<file path="config.mk">
export PLATFORM = sky130hd
export DESIGN_NAME = ansi_escape_sequence_parser_top
export DESIGN_NICKNAME = d
export VERILOG_FILES = /design/src/hw/rtl/aesp_pkg.sv /design/src/hw/rtl/aesp_ctrl.sv /design/src/hw/rtl/aesp_dp.sv /design/src/hw/rtl/ansi_escape_sequence_parser_top.sv
export SDC_FILE = /design/constraint.sdc
export NUM_CORES = 1
export LEC_CHECK = 0
export ABC_AREA = 1
export BUFFER_PORTS_ARGS = -buffer_cell sky130_fd_sc_hd__buf_2
export CAP_MARGIN = 25
export CORE_MARGIN = 2
export CORE_UTILIZATION = 28
export CTS_CLUSTER_DIAMETER = 150
export DETAILED_ROUTE_END_ITERATION = 8
export SLEW_MARGIN = 0
export SYNTH_ARGS = -nofsm -noshare
export SYNTH_HDL_FRONTEND = slang
export SYNTH_SLANG_ARGS = --single-unit
</file>
<file path="constraint.sdc">
create_clock -name clock -period 3.4 [get_ports clock]
set_input_delay 0.17 -clock clock [delete_from_list [all_inputs] [get_ports clock]]
set_output_delay 0.17 -clock clock [all_outputs]
set_load 0.05 [all_outputs]
</file>
<file path="src/hw/rtl/aesp_pkg.sv">
package aesp_pkg;

   // Display command codes
   localparam logic [2:0] CMD_CHAR   = 3'd0;
   localparam logic [2:0] CMD_COL    = 3'd1;
   localparam logic [2:0] CMD_ROWCOL = 3'd2;
   localparam logic [2:0] CMD_CLEAR  = 3'd3;
   localparam logic [2:0] CMD_RESET  = 3'd4;
   localparam logic [2:0] CMD_ATTR   = 3'd5;

   // Terminal byte codes
   localparam logic [7:0] CHAR_TAB      = 8'h09;
   localparam logic [7:0] CHAR_ESC      = 8'h1B;
   localparam logic [7:0] CHAR_ZERO     = 8'h30;
   localparam logic [7:0] CHAR_NINE     = 8'h39;
   localparam logic [7:0] CHAR_SEMI     = 8'h3B;
   localparam logic [7:0] CHAR_UPPER_C  = 8'h43;
   localparam logic [7:0] CHAR_UPPER_D  = 8'h44;
   localparam logic [7:0] CHAR_UPPER_H  = 8'h48;
   localparam logic [7:0] CHAR_UPPER_J  = 8'h4A;
   localparam logic [7:0] CHAR_LBRACKET = 8'h5B;
   localparam logic [7:0] CHAR_LOWER_F  = 8'h66;
   localparam logic [7:0] CHAR_LOWER_M  = 8'h6D;

   // Parameter values of the recognized sequences
   localparam int ED_CLEAR_ALL  = 2;
   localparam int SGR_RESET     = 0;
   localparam int SGR_BRIGHT    = 1;
   localparam int SGR_FG_FIRST  = 30;
   localparam int SGR_FG_LAST   = 37;
   localparam int ATTR_FG_BASE  = 1;
   localparam int DEC_BASE      = 10;

   // Tab zone width after reset
   localparam logic [7:0] TAB_WIDTH_RESET = 8'd10;

   // Restoring divider: one quotient bit per step over the 8-bit column
   localparam int DIV_STEPS = 8;
   localparam int DIV_CNT_W = $clog2(DIV_STEPS);

   typedef struct packed {
      logic load;
      logic div_step;
      logic div_finish;
   } ctrl_cmd_type;

   typedef struct packed {
      logic need_div;
      logic has_rsp;
   } dp_status_type;

endpackage

</file>
<file path="src/hw/rtl/aesp_ctrl.sv">
module aesp_ctrl (
   input  logic                     clock,
   input  logic                     reset,
   input  logic                     req_valid,
   output logic                     req_ready,
   output logic                     rsp_valid,
   input  logic                     rsp_ready,
   input  aesp_pkg::dp_status_type  status,
   output aesp_pkg::ctrl_cmd_type   cmd
);

   typedef enum logic [1:0] {
      CS_READY,
      CS_DIV,
      CS_FIN,
      CS_SEND
   } ctrl_state_type;

   localparam logic [aesp_pkg::DIV_CNT_W-1:0] CNT_LAST =
      aesp_pkg::DIV_CNT_W'(aesp_pkg::DIV_STEPS - 1);

   ctrl_state_type                   state_ff, state_in;
   logic [aesp_pkg::DIV_CNT_W-1:0]   cnt_ff, cnt_in;
   logic                             rsp_valid_ff, rsp_valid_in;

   // Drive handshake and datapath commands from the state
   assign req_ready      = (state_ff == CS_READY);
   assign rsp_valid      = rsp_valid_ff;
   assign cmd.load       = req_valid && (state_ff == CS_READY);
   assign cmd.div_step   = (state_ff == CS_DIV);
   assign cmd.div_finish = (state_ff == CS_FIN);

   // Next state
   always_comb begin
      state_in     = state_ff;
      cnt_in       = cnt_ff;
      rsp_valid_in = rsp_valid_ff;
      case (state_ff)
         CS_READY: begin
            if (req_valid) begin
               if (status.need_div) begin
                  state_in = CS_DIV;
                  cnt_in   = '0;
               end else if (status.has_rsp) begin
                  state_in     = CS_SEND;
                  rsp_valid_in = 1'b1;
               end
            end
         end
         CS_DIV: begin
            if (cnt_ff == CNT_LAST) begin
               state_in = CS_FIN;
            end else begin
               cnt_in = cnt_ff + 1'b1;
            end
         end
         CS_FIN: begin
            state_in     = CS_SEND;
            rsp_valid_in = 1'b1;
         end
         CS_SEND: begin
            if (rsp_ready) begin
               state_in     = CS_READY;
               rsp_valid_in = 1'b0;
            end
         end
         default: begin
            state_in     = CS_READY;
            rsp_valid_in = 1'b0;
         end
      endcase
   end

   // Hold state and registered outputs
   always_ff @(posedge clock) begin
      if (reset) begin
         state_ff     <= CS_READY;
         cnt_ff       <= '0;
         rsp_valid_ff <= 1'b0;
      end else begin
         state_ff     <= state_in;
         cnt_ff       <= cnt_in;
         rsp_valid_ff <= rsp_valid_in;
      end
   end

endmodule

</file>
<file path="src/hw/rtl/aesp_dp.sv">
module aesp_dp #(
   parameter int NUM_BITS = 8
) (
   input  logic                     clock,
   input  logic                     reset,
   input  logic [7:0]               req_in_byte,
   input  logic [7:0]               req_cursor_column,
   input  logic                     csr_valid,
   input  logic [7:0]               csr_tab_zone_width,
   input  aesp_pkg::ctrl_cmd_type   cmd,
   output aesp_pkg::dp_status_type  status,
   output logic [2:0]               rsp_command,
   output logic [7:0]               rsp_char_code,
   output logic [7:0]               rsp_target_column,
   output logic [7:0]               rsp_target_row,
   output logic [3:0]               rsp_attribute
);

   localparam int WIDE_W = ((NUM_BITS > 8) ? NUM_BITS : 8) + 1;
   localparam int ACC_W  = NUM_BITS + 5;

   typedef enum logic [2:0] {
      PS_IDLE    = 3'd0,
      PS_ESC     = 3'd1,
      PS_BRACKET = 3'd2,
      PS_FIRST   = 3'd3,
      PS_SECOND  = 3'd4
   } parse_type;

   parse_type             parse_ff, parse_in;
   logic [NUM_BITS-1:0]   first_ff, first_in;
   logic [NUM_BITS-1:0]   second_ff, second_in;
   logic [7:0]            tab_w_ff;

   logic [2:0]            command_ff, res_cmd;
   logic [7:0]            char_ff, res_char;
   logic [7:0]            col_ff, res_col;
   logic [7:0]            row_ff, res_row;
   logic [3:0]            attr_ff, res_attr;

   logic [7:0]            div_rem_ff, div_rem_in;
   logic [7:0]            div_dvd_ff;
   logic [7:0]            div_w_ff;
   logic [7:0]            div_col_ff;
   logic [8:0]            div_shift;
   logic [8:0]            tab_sum;

   logic                  is_digit;
   logic [NUM_BITS-1:0]   digit_val;
   logic [WIDE_W-1:0]     first_w;
   logic [WIDE_W-1:0]     col_w;
   logic [WIDE_W-1:0]     fwd_sum;
   logic [WIDE_W-1:0]     back_diff;
   logic [7:0]            eff_w;

   // Multiply by ten, add a digit, saturate at the accumulator maximum
   function automatic logic [NUM_BITS-1:0] accumulate(
      input logic [NUM_BITS-1:0] acc,
      input logic [NUM_BITS-1:0] d
   );
      logic [ACC_W-1:0] v;
      v = ACC_W'(acc) * ACC_W'(aesp_pkg::DEC_BASE) + ACC_W'(d);
      if (v > ACC_W'({NUM_BITS{1'b1}})) begin
         return {NUM_BITS{1'b1}};
      end
      return v[NUM_BITS-1:0];
   endfunction

   function automatic logic [7:0] sat255(input logic [WIDE_W-1:0] v);
      if (v > WIDE_W'(255)) begin
         return 8'hFF;
      end
      return v[7:0];
   endfunction

   // One-based sequence parameter to zero-based position
   function automatic logic [7:0] minus_one(input logic [NUM_BITS-1:0] v);
      if (v == '0) begin
         return 8'd0;
      end
      return sat255(WIDE_W'(v) - WIDE_W'(1));
   endfunction

   assign is_digit  = (req_in_byte >= aesp_pkg::CHAR_ZERO) &&
                      (req_in_byte <= aesp_pkg::CHAR_NINE);
   assign digit_val = NUM_BITS'(req_in_byte[3:0]);
   assign first_w   = WIDE_W'(first_ff);
   assign col_w     = WIDE_W'(req_cursor_column);
   assign fwd_sum   = col_w + ((first_ff == '0) ? WIDE_W'(1) : first_w);
   assign back_diff = col_w - first_w;
   assign eff_w     = (tab_w_ff == 8'd0) ? 8'd1 : tab_w_ff;

   // Decode the byte against the parse state
   always_comb begin
      parse_in        = parse_ff;
      first_in        = first_ff;
      second_in       = second_ff;
      res_cmd         = aesp_pkg::CMD_CHAR;
      res_char        = 8'd0;
      res_col         = 8'd0;
      res_row         = 8'd0;
      res_attr        = 4'd0;
      status.has_rsp  = 1'b0;
      status.need_div = 1'b0;
      case (parse_ff)
         PS_ESC: begin
            first_in  = '0;
            second_in = '0;
            parse_in  = (req_in_byte == aesp_pkg::CHAR_LBRACKET) ? PS_BRACKET : PS_IDLE;
         end
         PS_BRACKET: begin
            if (req_in_byte == aesp_pkg::CHAR_UPPER_H) begin
               parse_in       = PS_IDLE;
               status.has_rsp = 1'b1;
               res_cmd        = aesp_pkg::CMD_ROWCOL;
            end else if (is_digit) begin
               first_in = digit_val;
               parse_in = PS_FIRST;
            end else begin
               parse_in = PS_IDLE;
            end
         end
         PS_FIRST: begin
            if (is_digit) begin
               first_in = accumulate(first_ff, digit_val);
            end else if (req_in_byte == aesp_pkg::CHAR_SEMI) begin
               second_in = '0;
               parse_in  = PS_SECOND;
            end else begin
               parse_in = PS_IDLE;
               if (req_in_byte == aesp_pkg::CHAR_UPPER_J) begin
                  if (first_w == WIDE_W'(aesp_pkg::ED_CLEAR_ALL)) begin
                     status.has_rsp = 1'b1;
                     res_cmd        = aesp_pkg::CMD_CLEAR;
                  end
               end else if (req_in_byte == aesp_pkg::CHAR_LOWER_M) begin
                  if (first_w == WIDE_W'(aesp_pkg::SGR_RESET)) begin
                     status.has_rsp = 1'b1;
                     res_cmd        = aesp_pkg::CMD_RESET;
                  end else if (first_w == WIDE_W'(aesp_pkg::SGR_BRIGHT)) begin
                     status.has_rsp = 1'b1;
                     res_cmd        = aesp_pkg::CMD_ATTR;
                  end else if ((first_w >= WIDE_W'(aesp_pkg::SGR_FG_FIRST)) &&
                               (first_w <= WIDE_W'(aesp_pkg::SGR_FG_LAST))) begin
                     status.has_rsp = 1'b1;
                     res_cmd        = aesp_pkg::CMD_ATTR;
                     res_attr       = 4'(first_w - WIDE_W'(aesp_pkg::SGR_FG_FIRST) +
                                         WIDE_W'(aesp_pkg::ATTR_FG_BASE));
                  end
               end else if (req_in_byte == aesp_pkg::CHAR_UPPER_C) begin
                  status.has_rsp = 1'b1;
                  res_cmd        = aesp_pkg::CMD_COL;
                  res_col        = sat255(fwd_sum);
               end else if (req_in_byte == aesp_pkg::CHAR_UPPER_D) begin
                  status.has_rsp = 1'b1;
                  res_cmd        = aesp_pkg::CMD_COL;
                  res_col        = (first_w > col_w) ? 8'd0 : back_diff[7:0];
               end
            end
         end
         PS_SECOND: begin
            if ((req_in_byte == aesp_pkg::CHAR_UPPER_H) ||
                (req_in_byte == aesp_pkg::CHAR_LOWER_F)) begin
               parse_in       = PS_IDLE;
               status.has_rsp = 1'b1;
               res_cmd        = aesp_pkg::CMD_ROWCOL;
               res_col        = minus_one(second_ff);
               res_row        = minus_one(first_ff);
            end else if (is_digit) begin
               second_in = accumulate(second_ff, digit_val);
            end
         end
         default: begin
            parse_in = PS_IDLE;
            if (req_in_byte == aesp_pkg::CHAR_ESC) begin
               parse_in = PS_ESC;
            end else if (req_in_byte == aesp_pkg::CHAR_TAB) begin
               status.need_div = 1'b1;
               status.has_rsp  = 1'b1;
               res_cmd         = aesp_pkg::CMD_COL;
            end else begin
               status.has_rsp = 1'b1;
               res_char       = req_in_byte;
            end
         end
      endcase
   end

   // One restoring step of column / zone width, keeping the remainder only
   assign div_shift  = {div_rem_ff, div_dvd_ff[7]};
   assign div_rem_in = (div_shift >= {1'b0, div_w_ff}) ?
                       8'(div_shift - {1'b0, div_w_ff}) : div_shift[7:0];

   // Next zone start: column minus remainder plus width
   assign tab_sum = {1'b0, div_col_ff} - {1'b0, div_rem_ff} + {1'b0, div_w_ff};

   // Advance parse state and accumulators, take register writes
   always_ff @(posedge clock) begin
      if (reset) begin
         parse_ff  <= PS_IDLE;
         first_ff  <= '0;
         second_ff <= '0;
         tab_w_ff  <= aesp_pkg::TAB_WIDTH_RESET;
      end else begin
         if (csr_valid) begin
            tab_w_ff <= csr_tab_zone_width;
         end
         if (cmd.load) begin
            parse_ff  <= parse_in;
            first_ff  <= first_in;
            second_ff <= second_in;
         end
      end
   end

   // Capture result fields and run the divider
   always_ff @(posedge clock) begin
      if (cmd.load) begin
         command_ff <= res_cmd;
         char_ff    <= res_char;
         col_ff     <= res_col;
         row_ff     <= res_row;
         attr_ff    <= res_attr;
         div_rem_ff <= 8'd0;
         div_dvd_ff <= req_cursor_column;
         div_col_ff <= req_cursor_column;
         div_w_ff   <= eff_w;
      end
      if (cmd.div_step) begin
         div_rem_ff <= div_rem_in;
         div_dvd_ff <= {div_dvd_ff[6:0], 1'b0};
      end
      if (cmd.div_finish) begin
         col_ff <= sat255(WIDE_W'(tab_sum));
      end
   end

   assign rsp_command       = command_ff;
   assign rsp_char_code     = char_ff;
   assign rsp_target_column = col_ff;
   assign rsp_target_row    = row_ff;
   assign rsp_attribute     = attr_ff;

endmodule

</file>
<file path="src/hw/rtl/ansi_escape_sequence_parser_top.sv">
// Terminal byte parser for a small VT100/ANSI subset. Each request carries one
// byte and the current cursor column; a byte yields at most one display
// command (write char, set column, set row and column, clear, reset or add an
// attribute). Bytes that only advance the parser return no response. Bytes
// with a response hold rsp_valid until rsp_ready. For TAB the column is
// divided by the tab zone width in an 8-step restoring divider, one quotient
// bit a cycle, before the response is raised. One request is in work at a
// time; the next is taken once the response has been accepted. The tab zone
// width register (reset 10, 0 acts as 1) is to be written through csr_ only
// while no request is in work; the block itself does not enforce this.
// Decimal sequence parameters are NUM_BITS wide and saturate.
module ansi_escape_sequence_parser_top #(
   parameter int NUM_BITS = 8
) (
   input  logic        clock,
   input  logic        reset,
   input  logic        req_valid,
   output logic        req_ready,
   input  logic [7:0]  req_in_byte,
   input  logic [7:0]  req_cursor_column,
   output logic        rsp_valid,
   input  logic        rsp_ready,
   output logic [2:0]  rsp_command,
   output logic [7:0]  rsp_char_code,
   output logic [7:0]  rsp_target_column,
   output logic [7:0]  rsp_target_row,
   output logic [3:0]  rsp_attribute,
   input  logic        csr_valid,
   output logic        csr_ready,
   input  logic [7:0]  csr_tab_zone_width
);

   aesp_pkg::ctrl_cmd_type   cmd;
   aesp_pkg::dp_status_type  status;

   // Always take register writes
   assign csr_ready = 1'b1;

   aesp_ctrl u_ctrl (
      .clock     (clock),
      .reset     (reset),
      .req_valid (req_valid),
      .req_ready (req_ready),
      .rsp_valid (rsp_valid),
      .rsp_ready (rsp_ready),
      .status    (status),
      .cmd       (cmd)
   );

   aesp_dp #(
      .NUM_BITS (NUM_BITS)
   ) u_dp (
      .clock              (clock),
      .reset              (reset),
      .req_in_byte        (req_in_byte),
      .req_cursor_column  (req_cursor_column),
      .csr_valid          (csr_valid),
      .csr_tab_zone_width (csr_tab_zone_width),
      .cmd                (cmd),
      .status             (status),
      .rsp_command        (rsp_command),
      .rsp_char_code      (rsp_char_code),
      .rsp_target_column  (rsp_target_column),
      .rsp_target_row     (rsp_target_row),
      .rsp_attribute      (rsp_attribute)
   );

endmodule
</file>
== Word-level counts from Yosys, hierarchy flattened ==
Index checks and enable logic that the tools add are counted.

* Bits of input ports: 29
* Logic and storage cells: 233
* Register bits after elaboration: 96
* Output and inout bits: 34

* Add/sub/neg operators: 12
* Bitwise gates (word level): 3
* Reductions and logical operators: 25
* Multipliers: 2
* Equality and inequality tests: 36
* $lt $le $gt $ge: 12
* Mux-type cells: 126

{| class="wikitable"
|+ Operators by type and width
! kind !! count
|-
| $mux 8 || 39
|-
| $eq 8x7->1 const B || 7
|-
| $mux 1 || 51
|-
| $pmux 8 s3 || 2
|-
| $mux 3 || 15
|-
| $gt 9x8->1 const B || 4
|-
| $add 12x4->13 || 2
|-
| $gt 13x8->1 const B || 2
|-
| $logic_not 8->1 || 3
|-
| $mux 2 || 12
|-
| $pmux 3 s4 || 2
|-
| $mul 8x3->11 const B || 2
|-
| $sub 8x1->9 const B || 2
|-
| $le 8x6->1 const B || 2
|-
| $ne 2x1->1 const B || 8
|-
| $pmux 8 s2 || 1
|-
| $sub 8x8->8 || 2
|-
| $ne 2x2->1 const B || 7
|-
| $reduce_and 5->1 || 2
|-
| $add 8x9->9 || 1
|-
| $add 9x8->9 || 1
|-
| $ge 9x8->1 || 1
|-
| $logic_not 9->1 || 1
|-
| $reduce_bool 3->1 || 3
|-
| 34 further kinds || 44
|}

== Depth between registers and ports, before layout ==
Gate-level depths: netlist (run 1).

* Word-level depth: 20
* Gate-level depth with buffers: 21
* Mapped depth without buffers: 21

== Cells and area by module ==
From an unflattened synthesis (run 1), not the netlist that was laid out.

* Cell total of the unflattened synthesis: 1023
* Area, all modules: 7724.9 um2

{| class="wikitable"
|+ By module, submodules not included
! module !! seq. area each (um2) !! area each (um2) !! cells an instance !! times used
|-
| aesp_dp || 2422.3 || 7224.4 || 942 || 1
|-
| aesp_ctrl || 120.1 || 489.2 || 79 || 1
|-
| ansi_escape_sequence_parser_top || 0.0 || 11.3 || 2 || 1
|}

== Worst setup path after synthesis (run 1) ==
No wires, ideal clock.

* Kind: reg2reg
* Start: register u_dp.first_ff[1]
* End: register u_dp.col_ff[6], in the netlist u_dp.rsp_target_column[6] (data pin)
* Setup slack: 444 ps
* Cell stages (with the launch flop): 21
* Data required time: 3147 ps
* Data arrival time: 2704 ps
* Clock period less this slack: 2956 ps
* Path through: dfxtp_1 inv_1 ha_1 inv_1 nor3_1 inv_1 nand2_1 ha_1 inv_1 fa_1 o21ai_0 nand2_1 nand2_1 nand2_1 nand2_1 xor2_1 nand3_1 nand3_1 nand2_1 nand2_1 nand2_1

* Word-level cells in the longest chain between the ends: 20
* Elaborated cells on any way between the ends: 24
* Those cells by class: 2 x add/sub; 2 x order compare; 19 x mux; 1 x reduce/logical

{| class="wikitable"
|+ Ends and longest elaborated chain
! item !! RTL line !! RTL
|-
| start, declared || aesp_dp.sv:31 || <nowiki>logic [NUM_BITS-1:0] first_ff, first_in;</nowiki>
|-
| start signal, assigned || aesp_dp.sv:210 || <nowiki>first_ff <= first_in;</nowiki>
|-
| $logic_not 8->1 || aesp_dp.sv:89 || <nowiki>assign fwd_sum = col_w + ((first_ff == '0) ? WIDE_W'(1) : first_w);</nowiki>
|-
| $mux 8 || aesp_dp.sv:89 ||
|-
| $add 8x9->9 || aesp_dp.sv:89 ||
|-
| $gt 9x8->1 || aesp_dp.sv:70 || <nowiki>if (v > WIDE_W'(255)) begin</nowiki>
|-
| $mux 1 || aesp_dp.sv:70 ||
|-
| $mux 1 || aesp_dp.sv:150 || <nowiki>end else if (req_in_byte == aesp_pkg::CHAR_UPPER_C) begin</nowiki>
|-
| $mux 1 || aesp_dp.sv:136 || <nowiki>end else if (req_in_byte == aesp_pkg::CHAR_LOWER_M) begin</nowiki>
|-
| $mux 1 || aesp_dp.sv:131 || <nowiki>if (req_in_byte == aesp_pkg::CHAR_UPPER_J) begin</nowiki>
|-
| [... 4 more ...] || - ||
|-
| $mux 8 (*) || aesp_dp.sv:150 ||
|-
| $mux 8 (*) || aesp_dp.sv:136 ||
|-
| $mux 8 (*) || aesp_dp.sv:131 ||
|-
| $mux 8 (*) || aesp_dp.sv:126 || <nowiki>end else if (req_in_byte == aesp_pkg::CHAR_SEMI) begin</nowiki>
|-
| $mux 8 (*) || aesp_dp.sv:124 || <nowiki>if (is_digit) begin</nowiki>
|-
| $pmux 8 s2 (*) || aesp_dp.sv:105 || <nowiki>case (parse_ff)</nowiki>
|-
| $mux 8 (*) || aesp_dp.sv:218 || <nowiki>if (cmd.load) begin</nowiki>
|-
| $mux 8 (*) || aesp_dp.sv:233 || <nowiki>if (cmd.div_finish) begin</nowiki>
|-
| end signal, assigned || aesp_dp.sv:221 || <nowiki>col_ff <= res_col;</nowiki>
|-
| end signal, assigned || aesp_dp.sv:234 || <nowiki>col_ff <= sat255(WIDE_W'(tab_sum));</nowiki>
|-
| end, declared || aesp_dp.sv:37 || <nowiki>logic [7:0] col_ff, res_col;</nowiki>
|}

Mark *: on every way between the ends. The rest lies on a longest branch, timed or not. The select of a mux whose other input is x is not followed.
A chain may end at the register's enable or synchronous reset.

== Final worst setup path (run 1) ==
* Start: register u_dp.div_w_ff[1]
* End: register u_dp.col_ff[7], in the netlist u_dp.rsp_target_column[7] (data pin)

* Word-level cells in the longest chain between the ends: 6

{| class="wikitable"
|+ Ends and longest elaborated chain
! item !! RTL line !! RTL
|-
| start, declared || aesp_dp.sv:43 || <nowiki>logic [7:0] div_w_ff;</nowiki>
|-
| start signal, assigned || aesp_dp.sv:227 || <nowiki>div_w_ff <= eff_w;</nowiki>
|-
| $add 9x8->9 (*) || aesp_dp.sv:195 || <nowiki>assign tab_sum = {1'b0, div_col_ff} - {1'b0, div_rem_ff} + {1'b0, div_w_ff};</nowiki>
|-
| $gt 9x8->1 || aesp_dp.sv:70 ||
|-
| $mux 1 || aesp_dp.sv:70 ||
|-
| $mux 1 || aesp_dp.sv:233 ||
|-
| $mux 8 (*) || aesp_dp.sv:73 || <nowiki>return v[7:0];</nowiki>
|-
| $mux 8 (*) || aesp_dp.sv:233 ||
|}

Marks and branches as above.

==> results.md, run 1 <==
* Flops & latches, synth at 96
* PD cells at 712.3 nW/µm²
* Post-synth EDFFs at 62
* ANT nets after route at 0
* Mapped cell area at 7501 µm²
* Clock sink count at 96
* WL/cell at 13.98 µm
* Met2 Use GR at 24.32%
* Unrepaired setup endpoints after global routing: false
* Hold Vio Cnt, Final at 0
* Max-cap viol count at 0
* Total negative slack at 0 ns
* Layout cells sized above 1 at 13.95%
* Reg2reg setup slack at 0.36 ns
* Post-detail-place hpwl at 15100 µm
* Gr busiest metal: met2
* H-tree Lvls at 3
* Antenna cells at 0
* Clock root buffer: clkbuf_16
* Syn nets at 1080
* Total gr overflow at 0
* Endpoints failing setup at 0
* Clk Latency, worst-skew pair at 0.36 ns
* Status: finished clean
* TritonCTS clock tree: built
* Worst reg2reg path startpoint: u_dp.div_w_ff[1]
* FFs w/ async S/R, synth at 0%
* Post-layout net count at 1139
* Number of setup buffers added after CTS at 0
* CP required at 3.52 ns
* CTS Buf Count at 9
* Syn Inst Count at 961
* Initial drt markers at 426
* Worst setup EP type: flop
* DIE WIDTH at 167.7 µm
* Deepest clock path buffer count at 2
* Min-Delay Endpoint: u_dp.tab_w_ff[3]
* Post-route DRC at 0
* Via Count at 6389
* TritonRoute pass-1 iters at 7
* Clock period minus worst slack at 3.036 ns
* Routed wire length at 19010 µm
* Most used DFF post-synth: edfxtp_1
* Initial antenna violation count at 0
* Met3 Usage GRT at 2.033%
* Total track usage at 13.67%
* Placed instance count at 1344
* Vias in the first global route at 6007
* First-pass GRT wire length at 30550 µm
* Core Box Area at 26210 µm²
* Clock transition at path regs at 0.08 ns
* Register Area at 2542 µm²
* Synthesis Warnings at 0
* Gpl congestion at 0.9251
* Mapped Avg Cell Area at 7.805 µm²
* CP arrival at 3.15 ns
* Leakage at 4.127 nW
* IO Count at 63
* Final cell count without fillers at 1360
* Clock Skew at 0.01191 ns
* Slew @ Worst Pin at 0.6550 ns
* Pin count of the biggest net entering global routing at 28
* Max-slew headroom at 56.23%
* Tcrit/Tclk final at 89.30%
* FP Rows at 59
* Starting Density at 28.62%
* Die H at 167.7 µm
* Met1 Use GR at 17.23%
* Worst VDD drop at 274.4 µV
* Via density at 4.698
* IO buf count at 61
* Post-synth cell types at 52
* Critical Path Fanout Max at 6
* Register area share after synthesis at 33.89%
* Fin. max-slew vios at 0
* Hold_sp: csr_tab_zone_width[3]
* Worst hold path depth at 3
* Setup Crit Path Kind: reg2reg
* Fmax at 0.3294 GHz
* Hold WC Path Type: in2reg
* CP Launch Type: flop
* R2R depth at 14
* Fill cells at 2749
* Multi-input logic area at 4310 µm²
* Area Overhead vs Synth at 13.66%
* Die area at 28110 µm²
* Worst R2R End: u_dp.rsp_target_column[7]
## state kept, by name, indices dropped and copies added, names as in the netlist
signal,count
u_ctrl.rsp_valid,1
u_dp.rsp_char_code,8
u_dp.rsp_command,3
u_dp.rsp_target_column,8
u_dp.div_rem_ff,8
u_dp.first_ff,8
u_dp.parse_ff,3
u_dp.div_w_ff,8
u_dp.second_ff,8
u_dp.rsp_target_row,8
u_ctrl.cnt_ff,3
u_dp.rsp_attribute,4
u_dp.tab_w_ff,8
u_dp.div_col_ff,8
u_ctrl.state_ff,2
u_dp.div_dvd_ff,8
## kinds of logic (layout without fill, tap and decap cells)
family / Yosys count / in the layout / share of synthesized area (%)
other: 1 / 1 / 0.04999
DFF: 96 / 96 / 33.89
adders and majority gates: 90 / 90 / 16.51
xor gates and xnor gates: 40 / 40 / 4.671
buffers and inverters: 174 / 238 / 8.891
AOI/OAI and AO/OA: 159 / 159 / 12.03
and+or+nand+nor: 401 / 401 / 23.95
## per-stage QoR
step / utilization (%) / instance area (µm²) / setup WS (ns) / hold slack (ns) / power (W)
after floorplan: - / 7501 / 0.4438 / 0.2689 / 0.004291
after global placement: 31.29 / 8200 / 0.2566 / 0.3894 / 0.005001
after detailed placement: 31.29 / 8200 / 0.07571 / 0.3953 / 0.005037
after CTS: 32.46 / 8507 / 0.06777 / 0.01084 / 0.006139
after global routing: 32.53 / 8526 / 0.07766 / 0.02398 / 0.006583
final: 32.53 / 8526 / 0.3638 / 0.02078 / 0.006073
## synthesized netlist by cell type, types with 2 or more instances
library cell | number | area [µm²]
nor3_2 | 2 | 20.02
a31oi_1 | 6 | 37.54
inv_1 | 135 | 506.7
a211oi_1 | 3 | 22.52
xor2_1 | 25 | 219.0
nand2_1 | 193 | 724.4
clkinv_1 | 3 | 11.26
a221oi_1 | 2 | 17.52
nor2_2 | 8 | 50.05
nor2_1 | 81 | 304.0
a21oi_1 | 64 | 320.3
o21ai_1 | 9 | 45.04
ha_1 | 75 | 938.4
nand3_1 | 67 | 335.3
o211ai_1 | 3 | 22.52
dfxtp_1 | 34 | 680.7
o21bai_1 | 2 | 15.01
fa_1 | 15 | 300.3
or2_2 | 5 | 31.28
nand2_2 | 6 | 37.54
o21ai_2 | 5 | 43.79
xnor2_1 | 15 | 131.4
nand4_1 | 10 | 62.56
buf_2 | 2 | 10.01
o21ai_0 | 55 | 275.3
nand2_4 | 2 | 22.52
nor3_1 | 16 | 80.08
inv_2 | 13 | 48.80
nor2_4 | 3 | 33.78
clkbuf_1 | 19 | 71.32
edfxtp_1 | 62 | 1862
## how the worst max path moves through the flow
stage | endpoint | from | slack, ns
2_1_floorplan | u_dp.rsp_target_column[6] | u_dp.first_ff[1] | 0.44
3_5_place_dp | u_dp.rsp_target_column[0] | u_dp.first_ff[7] | 0.08
3_3_place_gp | u_dp.rsp_target_column[6] | u_dp.first_ff[7] | 0.26
4_1_cts | u_dp.rsp_target_column[0] | u_dp.first_ff[7] | 0.07
6_report | u_dp.rsp_target_column[7] | u_dp.div_w_ff[1] | 0.36
5_1_grt | u_dp.rsp_target_column[6] | u_dp.first_ff[7] | 0.08
## metal layers
layer | share of wire [%] | wire length [µm] | up-vias
met2 | 50 | 9414 | 115
met4 | 1.7 | 327 | 0
li1 | - | - | 3289
met5 | 0 | 0 | -
met1 | 45 | 8622 | 2966
met3 | 3.4 | 645 | 19
## worst max-delay path, cell delays in order, from the launching register on
cell      delay, ns
edfxtp_1       0.40
inv_1          0.09
fa_1           0.50
inv_1          0.07
fa_1           0.43
nand2_1        0.07
inv_1          0.04
o21ai_0        0.13
nand2_1        0.12
nand4_1        0.10
o211ai_1       0.11
xnor2_1        0.37
inv_1          0.12
o21ai_0        0.17
nand2_1        0.07
## final cells by class
cell class | instances | area share, %
multi-input cells | 691 | 50.56
flip-flops and latches | 96 | 29.82
inverters | 151 | 6.648
well taps | 335 | 4.916
repair buffers | 71 | 4.461
clock buffers | 9 | 2.642
clock inverters | 7 | 0.9539
## power breakdown
group | internal, W | leakage (nW) | switching (W)
clock network | 0.000528 | 0.150 | 0.000549
logic | 0.00102 | 3.09 | 0.00218
registers | 0.00165 | 0.885 | 0.000145
total | 0.00320 | 4.13 | 0.00287
## layout by cell type (no fill, tap or decap), drive strengths merged, types with 3 or more instances in the layout
| master | count |
|---|---|
| a211oi | 4 |
| or2 | 6 |
| buf | 71 |
| nor2 | 92 |
| inv | 153 |
| edfxtp | 62 |
| a31oi | 6 |
| clkbuf | 9 |
| xor2 | 25 |
| nand4 | 11 |
| nor3 | 19 |
| nand3 | 68 |
| ha | 75 |
| o211ai | 3 |
| nand2 | 201 |
| xnor2 | 15 |
| o21ai | 69 |
| dfxtp | 34 |
| clkinv | 5 |
| a21oi | 65 |
| fa | 15 |
## what timing repair did
action                     4_1_cts  5_1_grt
hold buffers                     0        0
setup endpoints to repair        0        8
gates resized for setup          0        5
Note: power is estimated with default switching activity, not from simulation.
==> inputs of run 2 (changes only) <==
--- a/config.mk
+++ b/config.mk
@@ -5,9 +5,9 @@
 export SDC_FILE = /design/constraint.sdc
 export NUM_CORES = 1
 export LEC_CHECK = 0
-export ABC_AREA = 1
 export BUFFER_PORTS_ARGS = -buffer_cell sky130_fd_sc_hd__buf_2
 export CAP_MARGIN = 25
+export CORE_ASPECT_RATIO = 1.5
 export CORE_MARGIN = 2
 export CORE_UTILIZATION = 28
 export CTS_CLUSTER_DIAMETER = 150
==> results.md, run 2 <==
* CP Cell Sequence: inv_1, ha_1, nand2_1, nand2_1, ha_1, inv_1, fa_1, nor2b_1, o31a_1, o221ai_1, nand3b_1, o221a_2, a211o_1
* Clk Latency, worst-skew pair at 0.36 ns (about the same)
* CTS Buf Count at 9 (unchanged)
* Leakage at 3.490 nW (-15%)
* Gr busiest metal: met2
* IO buf count at 61 (unchanged)
* ANT nets after route at 0 (unchanged)
* Synthesized-area fraction occupied by adder cells at 16.35% (-0.17 points)
* WL/cell at 16.57 µm (+19%)
* Met3 Usage GRT at 1.792% (-0.24 points)
* Area Overhead vs Synth at 13.00%
* CP required at 3.51 ns (about the same)
* Post-synth cell types at 72 (+38%)
* Design area at 8562 µm² (+0.43%)
* Final Util at 32.21% (-0.32 points)
* Worst setup EP type: flop
* Initial antenna violation count at 0 (unchanged)
* Worst R2R End: u_dp.rsp_target_column[0]
* Clock period minus worst slack at 3.151 ns (+0.1145 ns)
* Fmax at 0.3174 GHz (-3.6%)
* Most frequent cells in the layout: ha_1 (75), nand2_1 (69), inv_1 (64)
* FP Rows at 73 (+24%)
* Post-layout net count at 1013 (-11%)
* Gpl congestion at 0.8634 (-6.7%)
* Compound-cell area share of the yosys netlist at 19.95% (+7.9 points)
* Starting Density at 28.51% (-0.11 points)
* Core Box Area at 26580 µm² (+1.4%)
* Count leader, synth: ha_1
* Min-Delay Endpoint: u_dp.tab_w_ff[1]
* PD cells at 669.9 nW/µm² (-6.0%)
* Hold Vio Cnt, Final at 0 (unchanged)
* Synth top area share at 24.57% (-0.25 points)
* Max-cap viol count at 0 (unchanged)
* Mapped cell area at 7577 µm² (+1.0%)
* Syn Inst Count at 848 (-12%)
* Syn nets at 967 (-10%)
* Via density at 5.142 (+9.4%)
* Status: finished clean
* Layout cells sized above 1 at 12.35% (-1.6 points)
* Mapped Avg Cell Area at 8.935 µm² (+14%)
* Met2 Use GR at 27.33% (+3.0 points)
* Post-detail-place hpwl at 16160 µm (+7.1%)
* Top cells by count, synth: ha_1 (75), nand2_1 (69), inv_1 (64)
* Unrepaired setup endpoints after global routing: false
* Initial drt markers at 442 (+3.8%)
* CP max-delay cell: dfxtp_1
* Number of setup buffers added after CTS at 0 (unchanged)
* Post-synth EDFFs at 62 (unchanged)
* TritonCTS clock tree: built
* Post-route DRC at 0 (unchanged)
* Area contributors post-synth: edfxtp_1 (25%), ha_1 (12%), dfxtp_1 (9.0%)
* H-tree Lvls at 3 (unchanged)
* Total gr overflow at 0 (unchanged)
* TritonRoute pass-1 iters at 5 (-2)
* Met1 Use GR at 15.38% (-1.9 points)
* Hold WC Path Type: in2reg
* Slowest stage delay, CP at 0.47 ns (-0.03 ns)
* Routed wire length at 20480 µm (+7.7%)
* Critical Path Fanout Max at 7 (+1)
* DIE WIDTH at 138.3 µm (-18%)
* First-pass GRT wire length at 32290 µm (+5.7%)
* Placed inst area at 8249 µm² (+0.60%)
* Die area at 28420 µm² (+1.1%)
* CP Launch Type: flop
* Worst hold path depth at 2 (-1)
* Deepest clock path buffer count at 2 (unchanged)
* Tcrit/Tclk final at 92.67% (+3.4 points)
* Clock transition at path regs at 0.07 ns (about the same)
* CP arrival at 3.26 ns (+0.11 ns)
* Synthesis Warnings at 0 (unchanged)
* Max-slew headroom at 50.07% (-6.2 points)
* Die H at 205.5 µm (+23%)
* Fin. max-slew vios at 0 (unchanged)
* Slew @ Worst Pin at 0.7490 ns (+0.09403 ns)
* R2R depth at 13 (-1)
* Endpoints failing setup at 0 (unchanged)
* IO Count at 63 (unchanged)
* Setup Crit Path Kind: reg2reg
* Clock sink count at 96 (unchanged)
* Post-synthesis xor/xnor area fraction at 4.508% (-0.16 points)
* Register area share after synthesis at 33.55% (-0.34 points)
* Most used DFF post-synth: edfxtp_1
* FFs w/ async S/R, synth at 0% (unchanged)
* Total negative slack at 0 ns (unchanged)
* Largest family of logic cells by synthesized area: compound AO/OA/AOI/OAI gates
* Pin count of the biggest net entering global routing at 30 (+7.1%)
* Synth area leader: edfxtp_1
* Vias in the first global route at 6212 (+3.4%)
* Antenna cells at 0 (unchanged)
* Total track usage at 14.42% (+0.75 points)
* Via Count at 6355 (-0.53%)
* Clock Skew at 0.01111 ns (-0.0008003 ns)
* Flops & latches, synth at 96 (unchanged)
* Commonest non-fill, non-tap cell in the layout: ha_1
* Clock root buffer: clkbuf_16
* Worst VDD drop at 266.5 µV (-2.9%)
* Mux cell area share after synthesis at 1.338% (+1.3 points)
* Reg2reg setup slack at 0.25 ns (-0.11 ns)
* Worst reg2reg path startpoint: u_dp.first_ff[1]
* Hold_sp: csr_tab_zone_width[1]
* Post-synthesis simple-gate area fraction at 18.92% (-5.0 points)
-- run 2: cell types whose count changed in the layout (fill, tap and decap cells not counted), sizes merged, moves of 15 or more --
cell,previous run,this run
a21oi,65,46
inv,153,69
nand2,201,69
nand3,68,18
nor2,92,61
nor2b,0,16
o21a,0,18
xor2,25,10
-- run 2: where the power goes --
group          switching (W)  total, W  leakage (nW)  internal, W
clock network       0.000513   0.00104         0.150     0.000526
logic                0.00189   0.00292          2.46      0.00103
registers           0.000140   0.00178         0.885      0.00164
total                0.00254   0.00574          3.49      0.00319
-- run 2: what timing repair did --
action | CTS | global route
hold buffers | 0 | 0
resized for setup | 0 | 1
endpoints found under the setup margin | 0 | 5
hold endpoints to repair | 0 | 0
-- run 2: area by class of cell --
class | count | area [µm²]
Clock buffer | 9 | 225.2
Tap cell | 337 | 421.7
Sequential cell | 96 | 2542
Fill cell | 2704 | 18020
Timing Repair Buffer | 75 | 410.4
Inverter | 65 | 244.0
Clock inverter | 7 | 81.33
Multi-Input combinational cell | 647 | 4637
-- run 2: worst max path at each step --
stage,start,end,cells after the start,slack (ns)
3_3_place_gp,u_dp.first_ff[1],u_dp.rsp_target_column[0],13,0.37
4_1_cts,u_dp.first_ff[1],u_dp.rsp_target_column[0],13,0.26
6_report,u_dp.first_ff[1],u_dp.rsp_target_column[0],13,0.25
2_1_floorplan,u_ctrl.state_ff[0],u_dp.parse_ff[0],8,0.45
5_1_grt,u_dp.first_ff[1],u_dp.rsp_target_column[0],13,0.02
3_5_place_dp,u_dp.first_ff[1],u_dp.rsp_target_column[0],13,0.28
-- run 2: per-layer routing --
metal | routed length [µm] | part of all wire (%)
met5 | 0 | 0
met1 | 8059 | 39
met2 | 10830 | 53
met3 | 583 | 2.8
met4 | 1006 | 4.9
-- run 2: worst max-delay path: cells and delay by family (launching register included) --
kind | cells | cell delay, ns
compound gates | 4 | 1.04
fa+ha+maj | 3 | 0.66
buf+inv | 2 | 0.25
flops | 1 | 0.47
simple gates | 4 | 0.47
-- run 2: kinds of logic (layout without fill, tap and decap cells) --
group / count (synthesis) / in the layout
simple gates: 277 / 277
other cells: 1 / 1
flops: 96 / 96
mux: 10 / 10
compound gates: 230 / 230
xor+xnor: 39 / 39
fa+ha+maj: 90 / 90
buf+inv: 105 / 156
-- run 2: per-stage QoR --
stage	hold slack [ns]	total power (W)	cells	setup WS, ns
floorplan	0.2689	0.003996	848	0.4460
global placement	0.3802	0.004701	1220	0.3673
detailed placement	0.3819	0.004715	1220	0.2817
CTS	0.002606	0.005781	1236	0.2552
global route	0.01286	0.006129	1236	0.01596
finish	0.01423	0.005735	1236	0.2493
